[src/hdl/esd_pkg.sv]
// Package for the escape sequence decoder.
// Holds the decode mode type, character codes, item and result types, hex helper.
// No dependencies.
package esd_pkg;

  localparam int CharW = 16;
  localparam int PosW = 16;
  localparam int MaxCharsDefault = 65535;
  localparam int DigitW = 3;

  localparam logic [CharW-1:0] ChBslash = 16'h005C;
  localparam logic [CharW-1:0] ChA = 16'h0061;
  localparam logic [CharW-1:0] ChB = 16'h0062;
  localparam logic [CharW-1:0] ChF = 16'h0066;
  localparam logic [CharW-1:0] ChN = 16'h006E;
  localparam logic [CharW-1:0] ChR = 16'h0072;
  localparam logic [CharW-1:0] ChT = 16'h0074;
  localparam logic [CharW-1:0] ChV = 16'h0076;
  localparam logic [CharW-1:0] ChX = 16'h0078;
  localparam logic [CharW-1:0] ChU = 16'h0075;

  localparam logic [CharW-1:0] CodeBel = 16'd7;
  localparam logic [CharW-1:0] CodeBs = 16'd8;
  localparam logic [CharW-1:0] CodeTab = 16'd9;
  localparam logic [CharW-1:0] CodeLf = 16'd10;
  localparam logic [CharW-1:0] CodeVt = 16'd11;
  localparam logic [CharW-1:0] CodeFf = 16'd12;
  localparam logic [CharW-1:0] CodeCr = 16'd13;

  localparam logic [DigitW-1:0] DigitsX = 3'd2;
  localparam logic [DigitW-1:0] DigitsU = 3'd4;

  typedef enum logic [1:0] {
    MODE_NORMAL = 2'd0,
    MODE_ESCAPE = 2'd1,
    MODE_HEX    = 2'd2,
    MODE_FAILED = 2'd3
  } mode_t;

  typedef struct packed {
    logic [CharW-1:0] in_char;
    logic             in_last;
  } item_t;

  typedef struct packed {
    logic [CharW-1:0] out_char;
    logic             is_error;
    logic [PosW-1:0]  error_index;
    logic             is_last;
  } result_t;

  // bit 4 set: not a hex digit
  function automatic logic [4:0] hex_value(input logic [CharW-1:0] c);
    logic [4:0] v;
    v = 5'h10;
    if (c >= 16'h0030 && c <= 16'h0039) v = {1'b0, c[3:0]};
    else if (c >= 16'h0061 && c <= 16'h0066) v = {1'b0, c[3:0] + 4'd9};
    else if (c >= 16'h0041 && c <= 16'h0046) v = {1'b0, c[3:0] + 4'd9};
    return v;
  endfunction

endpackage

[src/hdl/escape_sequence_decoder.sv]
// Each character passes through the input register and then the result register.
// Throughput: one character per cycle while the output is not stalled; the decode state updates in a single pass.
// Characters that complete nothing produce no result request.
// Reset (rst, synchronous, active high) empties both registers and returns to normal mode.
// Top level of the escape sequence decoder; depends on esd_pkg and esd_core.
module escape_sequence_decoder import esd_pkg::*; #(
  parameter int MAX_CHARS = MaxCharsDefault
) (
  input  logic        clk,
  input  logic        rst,
  input  logic        s_tvalid,
  output logic        s_tready,
  input  logic [15:0] s_tdata,   // in_char
  input  logic        s_tlast,   // in_last
  output logic        m_tvalid,
  input  logic        m_tready,
  output logic [31:0] m_tdata,   // out_char [15:0], error_index [31:16]
  output logic        m_tuser,   // is_error
  output logic        m_tlast    // is_last
);

  logic    in_valid;
  item_t   in_item;
  logic    out_free;
  logic    step;
  logic    res_valid;
  result_t res;
  logic    out_valid;
  result_t out_res;

  assign out_free = !out_valid || m_tready;
  assign step = in_valid && out_free;
  assign s_tready = !in_valid || out_free;

  always_ff @(posedge clk) begin
    if (rst) begin
      in_valid <= 1'b0;
    end else if (s_tready) begin
      in_valid <= s_tvalid;
    end
  end

  always_ff @(posedge clk) begin
    if (s_tready && s_tvalid) begin
      in_item.in_char <= s_tdata;
      in_item.in_last <= s_tlast;
    end
  end

  esd_core #(
    .MAX_CHARS(MAX_CHARS)
  ) u_core (
    .clk       (clk),
    .rst       (rst),
    .step      (step),
    .item      (in_item),
    .res_valid (res_valid),
    .res       (res)
  );

  always_ff @(posedge clk) begin
    if (rst) begin
      out_valid <= 1'b0;
    end else if (out_free) begin
      out_valid <= step && res_valid;
    end
  end

  always_ff @(posedge clk) begin
    if (out_free && step && res_valid) begin
      out_res <= res;
    end
  end

  assign m_tvalid = out_valid;
  assign m_tdata = {out_res.error_index, out_res.out_char};
  assign m_tuser = out_res.is_error;
  assign m_tlast = out_res.is_last;

endmodule

[src/hdl/esd_core.sv]
// Decode state and next-state logic for the escape sequence decoder.
// Consumes one registered character per step and produces at most one result.
// Depends on esd_pkg.
module esd_core import esd_pkg::*; #(
  parameter int MAX_CHARS = MaxCharsDefault
) (
  input  logic    clk,
  input  logic    rst,
  input  logic    step,
  input  item_t   item,
  output logic    res_valid,
  output result_t res
);

  localparam logic [PosW:0] MaxPos = (PosW+1)'(MAX_CHARS);

  mode_t            mode, mode_next;
  logic [DigitW-1:0] digits, digits_next;
  logic [CharW-1:0] acc, acc_next;
  logic [PosW-1:0]  pos, pos_next;
  logic [PosW-1:0]  fail, fail_next;

  logic [PosW:0]    pos_wide;
  logic [PosW-1:0]  pos_inc;
  logic [4:0]       hex;
  logic [CharW-1:0] acc_shift;
  logic [CharW-1:0] mapped;

  always_comb begin
    pos_wide = {1'b0, pos} + 1'b1;
    pos_inc = (pos_wide > MaxPos) ? MaxPos[PosW-1:0] : pos_wide[PosW-1:0];
    hex = hex_value(item.in_char);
    acc_shift = {acc[CharW-5:0], hex[3:0]};
    case (item.in_char)
      ChA: mapped = CodeBel;
      ChB: mapped = CodeBs;
      ChF: mapped = CodeFf;
      ChN: mapped = CodeLf;
      ChR: mapped = CodeCr;
      ChT: mapped = CodeTab;
      ChV: mapped = CodeVt;
      default: mapped = item.in_char;
    endcase
  end

  always_comb begin
    mode_next = mode;
    digits_next = digits;
    acc_next = acc;
    fail_next = fail;
    res_valid = 1'b0;
    res = '0;
    res.is_last = item.in_last;
    case (mode)
      MODE_NORMAL: begin
        if (item.in_char == ChBslash) begin
          if (item.in_last) begin
            fail_next = pos_inc;
            mode_next = MODE_FAILED;
            res_valid = 1'b1;
            res.is_error = 1'b1;
            res.error_index = pos_inc;
          end else begin
            mode_next = MODE_ESCAPE;
          end
        end else begin
          res_valid = 1'b1;
          res.out_char = item.in_char;
        end
      end
      MODE_ESCAPE: begin
        if (item.in_char == ChX || item.in_char == ChU) begin
          mode_next = MODE_HEX;
          digits_next = (item.in_char == ChX) ? DigitsX : DigitsU;
          acc_next = '0;
          fail_next = pos_inc;
          if (item.in_last) begin
            mode_next = MODE_FAILED;
            res_valid = 1'b1;
            res.is_error = 1'b1;
            res.error_index = pos_inc;
          end
        end else begin
          mode_next = MODE_NORMAL;
          res_valid = 1'b1;
          res.out_char = mapped;
        end
      end
      MODE_HEX: begin
        if (hex[4]) begin
          mode_next = MODE_FAILED;
          if (item.in_last) begin
            res_valid = 1'b1;
            res.is_error = 1'b1;
            res.error_index = fail;
          end
        end else begin
          acc_next = acc_shift;
          if (digits <= DigitW'(1)) begin
            digits_next = '0;
            mode_next = MODE_NORMAL;
            res_valid = 1'b1;
            res.out_char = acc_shift;
          end else begin
            digits_next = digits - 1'b1;
            if (item.in_last) begin
              mode_next = MODE_FAILED;
              res_valid = 1'b1;
              res.is_error = 1'b1;
              res.error_index = fail;
            end
          end
        end
      end
      default: begin
        if (item.in_last) begin
          res_valid = 1'b1;
          res.is_error = 1'b1;
          res.error_index = fail;
        end
      end
    endcase
    pos_next = pos_inc;
    if (item.in_last) begin
      mode_next = MODE_NORMAL;
      digits_next = '0;
      acc_next = '0;
      pos_next = '0;
      fail_next = '0;
    end
  end

  always_ff @(posedge clk) begin
    if (rst) begin
      mode <= MODE_NORMAL;
      digits <= '0;
      acc <= '0;
      pos <= '0;
      fail <= '0;
    end else if (step) begin
      mode <= mode_next;
      digits <= digits_next;
      acc <= acc_next;
      pos <= pos_next;
      fail <= fail_next;
    end
  end

endmodule

[config.mk]
export PLATFORM = sky130hd
export DESIGN_NAME = escape_sequence_decoder
export DESIGN_NICKNAME = d
export VERILOG_FILES = /design/src/hdl/esd_pkg.sv /design/src/hdl/escape_sequence_decoder.sv /design/src/hdl/esd_core.sv
export SDC_FILE = /design/constraint.sdc
export NUM_CORES = 1
export LEC_CHECK = 0
export BUFFER_PORTS_ARGS = -buffer_cell sky130_fd_sc_hd__buf_2
export CAP_MARGIN = 20
export CORE_ASPECT_RATIO = 0.9
export CORE_MARGIN = 4
export CORE_UTILIZATION = 50
export CTS_CLUSTER_SIZE = 12
export DETAILED_ROUTE_END_ITERATION = 8
export PLACE_DENSITY = 0.66
export SYNTH_ARGS = -nofsm -noshare
export SYNTH_HDL_FRONTEND = slang
export SYNTH_SLANG_ARGS = --single-unit
[constraint.sdc]
create_clock -name clk -period 6.6 [get_ports clk]
set_clock_uncertainty 0.15 [all_clocks]
set_input_delay 0.33 -clock clk [delete_from_list [all_inputs] [get_ports clk]]
set_output_delay 0.33 -clock clk [all_outputs]
set_load 0.02 [all_outputs]
==> Word level (Yosys, flattened, before mapping) <==
Cells that the tools add are included.
W data, S select, Z words.
{ "op_classes": {"add_sub_neg": 3, "magnitude_cmp": 8, "n_eq_ne": 16, "mux": 43, "reduce_logical": 21} }
{ "op_table": {"columns": ["operator", "n"], "rows": [
  ["$eq A16 B7 Y1 const B", 10],
  ["$mux W16", 9],
  ["$pmux W16 S7", 1],
  ["$mux W17", 6],
  ["$pmux W17 S3", 1],
  ["$pmux W16 S3", 1],
  ["$mux W12", 3],
  ["$ge A16 B7 Y1 const B", 2],
  ["$le A16 B7 Y1 const B", 2],
  ["$pmux W12 S2", 1],
  ["$add A16 B1 Y17 const B", 1],
  ["$gt A17 B16 Y1 const B", 1],
  ["$ge A16 B6 Y1 const B", 1],
  ["$le A16 B6 Y1 const B", 1],
  ["$mux W3", 5],
  ["$mux W5", 3],
  ["$mux W2", 5],
  ["$logic_and A1 B1 Y1", 8],
  ["$reduce_and A4 Y1", 2],
  ["$ne A3 B2 Y1 const B", 2],
  ["$pmux W2 S3", 1],
  ["$pmux W3 S2", 1],
  ["$mux W1", 5],
  ["$add A4 B4 Y4 const B", 1],
  ["other kinds (14)", 18]
]} }
{ "word_totals": {"register_bits": 102, "input_bits": 21, "out_inout_bits": 36, "word_cells": 104} }

==> Depth between registers and ports, before layout <==
{ "logic_depth": {"word_depth": 8, "ltp_mapped": 9, "ltp_nobuf": 8} }

==> Hierarchy <==
Synthesis repeated with hierarchy kept, for this count alone.
{ "hier_totals": {"cells_unflattened": 476, "area_unflattened_um2": 4974.8} }
{ "modules_own_cells": {"columns": ["mod", "n_inst", "cells_each", "area_per_inst_um2", "seq_area_each_um2"], "rows": [
  ["esd_core", 1, 414, 3340.7, 980.9],
  ["escape_sequence_decoder", 1, 62, 1634.1, 1571.5]
]} }

==> Least setup slack after synthesis <==
Ideal clock, no wire load.
{ "synth_path": {"kind": "register to register", "start": "register in_item[2] in the netlist's numbering", "end": "register out_res, in the netlist m_tdata[0], enable pin", "setup_time_ns": 0.425, "arrival_ns": 3.410, "required_ns": 6.025, "slack_ns": 2.615, "stages_incl_launch_ff": 9, "path_buffers": 0, "synth_period_minus_slack_ns": 3.985, "cell_sequence": "edfxtp_1 -> inv_1 -> ha_1 -> o21bai_1 -> a211oi_1 -> nand2_1 -> a31oi_1 -> o31ai_1 -> nor2_1"} }
{ "synth_via": {"elab_chain_cells": 8, "elab_cells_between_ends": 21, "classes_between": "order compare (6); eq/ne (3); mux (7); reduce/logical (5)"} }
{ "synth_rtl": {"columns": ["item", "line_no", "text"], "rows": [
  ["from (decl)", "escape_sequence_decoder.sv:23", "item_t in_item;"],
  ["$ge A16 B7 Y1 or $le A16 B7 Y1 (tied branches)", "esd_pkg.sv:58", "else if (c >= 16'h0041 && c <= 16'h0046) v = {1'b0, c[3:0] + 4'd9};"],
  ["$logic_and A1 B1 Y1", "esd_pkg.sv:58", null],
  ["$mux W5", "esd_pkg.sv:58", null],
  ["$mux W5", "esd_pkg.sv:57", "else if (c >= 16'h0061 && c <= 16'h0066) v = {1'b0, c[3:0] + 4'd9};"],
  ["$mux W5", "esd_pkg.sv:56", "if (c >= 16'h0030 && c <= 16'h0039) v = {1'b0, c[3:0]};"],
  ["$mux W1", "esd_core.sv:90", "if (hex[4]) begin"],
  ["$pmux W1 S3 (*)", "esd_core.sv:54", "case (mode)"],
  ["$logic_and A1 B1 Y1 (*)", "escape_sequence_decoder.sv:70", "if (out_free && step && res_valid) begin"],
  ["to (signal assigned)", "escape_sequence_decoder.sv:71", "out_res <= res;"],
  ["to (decl)", "escape_sequence_decoder.sv:29", "result_t out_res;"]
]} }
Every way passes the cells marked *; elsewhere a longest branch is shown, timed or not.
A chain may end at the register's enable or synchronous reset.

==> Worst setup path after layout <==
{ "layout_path": {"start": "register in_item[2] in the netlist's numbering", "end": "register out_res, in the netlist m_tdata[6], enable pin"} }
The elaborated chain is that of the path after synthesis.

==> impl_metrics.py <==
metrics = {
    "status": {
        "outcome": "finished, final reports clean",
    },
    "power": {
        "max-vdd-ir-drop_mv": 0.132,
        "power.internal_mw": 1.03,
        "p_clk_frac": 0.402,
        "power_frac_comb": 0.078,
        "p_sw_uw": 332,
        "netSwitchingFraction": 0.245,
        "total_power_mw": 1.36,
        "p_leak_nw": 2.18,
        "powerDensity_mw_per_mm2": 233,
        "seqPwrFrac": 0.520,
    },
    "timing": {
        "setup_tns_ps": 0,
        "fmax_mhz": 278,
        "whs_ps": 11.5,
        "rsz0062_at_grt": "false",
        "finalHoldViolations": 0,
        "min_period_over_period": 0.544,
        "slew_headroom": 0.339,
        "finalSetupViolCount": 0,
        "tightest_slew_ps": 992,
        "layout_min_cycle_time_ps": 3590,
        "maxSlewViolCount": 0,
    },
    "critical_path": {
        "worstPathArrival_ps": 3480,
        "reg2reg_from": "in_item[2]",
        "startpoint": "in_item[2]",
        "crit_path_end": "m_tdata[6]",
        "startpoint_type": "flip-flop",
        "crit_family": "compound AO/OA/AOI/OAI gates",
        "required_ps": 6490,
        "path_cells": "inv_1 -> ha_1 -> o21bai_1 -> a211oi_1 -> nand2_1 -> a31oi_1 -> o31ai_1 -> nor2_4 -> buf_16",
        "r2r_end": "m_tdata[6]",
        "cp_num_cells": 9,
        "worst_setup_path_end_kind": "flip-flop",
        "crit_buf_inv": 2,
        "slowest_delay_ps": 530,
        "crit_slowest_cell": "edfxtp_1",
        "rrSetupSlack_ps": 3010,
        "reg2reg_depth": 9,
        "cp_max_fo": 22,
        "timing.setup.critical_path_class": "flip-flop to flip-flop",
    },
    "synthesis": {
        "synth_seq_area_share": 0.493,
        "synth_nets": 534,
        "synthCells": 501,
        "yosysTopAreaCell": "edfxtp_1",
        "synth_edf_count": 51,
        "synth_top_family_by_area": "compound AO/OA/AOI/OAI gates",
        "synth-seq-cells": 102,
        "synth_top_area_frac": 0.296,
        "avgSynthCellArea_um2": 10.3,
        "synth-simple-area-share": 0.180,
        "synthTopCellsByArea": "edfxtp_1, dfxtp_1, a22o_1",
        "async_reset_ff_frac": 0,
        "yosysWarnings": 0,
        "synth_xor_area_frac": 0.0220,
        "synth_compound_area_frac": 0.207,
        "synth_adder_area_share": 0.0290,
        "syn-cell-area_mm2": 0.00518,
        "muxShareOfSynthArea": 0.0271,
        "synth_cell_types": 73,
        "synth_flop_cell": "edfxtp_1",
    },
    "cells_and_area": {
        "num_antenna_cells": 0,
        "post-route-util": 0.592,
        "mostFrequentLayoutCells": "nand2_1, buf_2, edfxtp_1, dfxtp_1, a22o_1",
        "area_growth_pct": 12.8,
        "drive_gt1_frac": 0.168,
        "fin_nets": 574,
    },
    "cts": {
        "path_clk_slew_ps": 70,
        "cts_buffer_depth": 2,
        "tritoncts": "built",
        "clkLatencyLatePin_ps": 340,
        "numClockSinks": 102,
        "cts_setup_buffers": 0,
        "cts_root_buf": "clkbuf_16",
        "cts_max_level": 3,
        "cts_buffers": 9,
    },
    "floorplan": {
        "rows": 34,
        "pin_count": 57,
        "start_util": 0.525,
        "die_area_mm2": 0.0121,
        "dieWidth_um": 115,
        "core_area_mm2": 0.00987,
        "die_height_um": 105,
    },
    "grt": {
        "antenna_found_initial": 0,
        "grt_pass1_wl_um": 20000,
        "gr-total-overflow": 0,
        "track_usage": 0.205,
        "first_global_vias": 3888,
        "grt_max_degree": 35,
    },
    "routing": {
        "drt_first_pass_iters": 5,
        "postRouteAntennaNets": 0,
        "dr.first_iter.drc_count": 403,
        "drc": 0,
        "totalWireLength_um": 12100,
        "vias": 4054,
        "wire_per_inst_um": 18.1,
        "vias_per_cell": 6.03,
    },
    "placement": {
        "hpwl_um": 8180,
        "gp_congestion": 0.839,
        "numPortBuffers": 56,
    },
    "flow_run": {
        "cap_viol_max_count": 0,
    },
    "worst_hold_path": {
        "min_path_type": "input pin to flip-flop",
    },
}
-- sequential cells by signal, summed over array words and instances, names as in the netlist, 2 cells and up --
signal and count:
u_core.mode 2, u_core.digits 3, u_core.pos 16, u_core.fail 16, m_tdata 32, in_item 17, u_core.acc 12
-- cells by family (layout without fill, tap and decap cells) --
kind of cell / count (synthesis) / after routing
AOI/OAI and AO/OA: 139 / 139
xor gates and xnor gates: 13 / 13
adders and majority gates: 12 / 12
buffers and inverters: 47 / 92
DFF: 102 / 102
muxes: 14 / 14
and+or+nand+nor: 174 / 174
-- synthesized netlist by cell type, types with 10 or more instances --
cell and number:
clkbuf_1 17, nor3_1 14, nor2_1 34, dfxtp_1 51, nand3_1 14, a22o_1 46, inv_1 14, a21oi_1 18
ha_1 12, a31oi_1 11, o21ai_0 17, edfxtp_1 51, mux2i_1 14, nand4_1 10, nand2_1 56
-- metal layers --
| metal | GRT usage | share of wire | vias up |
|---|---|---|---|
| met1 | 0.312 | 0.49 | 1949 |
| li1 | - | - | 1973 |
| met3 | 0.0387 | 0.058 | 11 |
| met5 | 0 | 0 | - |
| met2 | 0.304 | 0.44 | 121 |
| met4 | 0.0461 | 0.012 | 0 |
-- power by group through the flow --
stage	clock network, mW	registers [mW]	logic (mW)
after global routing	0.587	0.708	0.115
after CTS	0.559	0.706	0.102
after floorplan	0	0.725	0.0615
after global placement	0	0.720	0.0993
final	0.547	0.706	0.105
after detailed placement	0	0.720	0.101
-- worst register-to-register path, cell delays in order, from the launching register on --
cell and delay [ps]:
edfxtp_1 530, inv_1 180, ha_1 330, o21bai_1 150
a211oi_1 380, nand2_1 340, a31oi_1 420, o31ai_1 150
nor2_4 420, buf_16 240
-- area by class of cell --
class | count | area (um^2)
clock buffers | 10 | 229
clock inverters | 6 | 80.1
fillers | 843 | 4030
inverters | 14 | 52.6
multi-input cells | 352 | 2420
flip-flops and latches | 102 | 2550
well taps | 126 | 158
repair buffers | 62 | 353
-- metrics by stage --
step                      std cells  instance area (um^2)  setup slack, ps
after floorplan                 501                  5180             2620
after global placement          651                  5470             2940
after detailed placement        652                  5470             2820
after CTS                       668                  5780             2770
after global routing            672                  5840             2780
final                           672                  5840             3010
-- worst min-delay path by stage --
stage,from,end,slack [ps],cells after the start
floorplan,in_item[0],m_tlast,270,0
global placement,u_core.acc[10],u_core.acc[10],300,2
detailed placement,u_core.acc[10],u_core.acc[10],310,2
CTS,s_tdata[8],in_item[9],0.5,1
global route,s_tdata[6],in_item[7],1,1
finish,s_tdata[4],in_item[5],10,1
-- repair_timing --
| item | CTS | global route |
|---|---|---|
| endpoints found under the setup margin | 0 | 0 |
| resized for setup | 0 | 0 |
| hold endpoints to repair | 0 | 3 |
| hold buffers | 0 | 3 |
No activity file was read; power rests on OpenSTA's default activity.
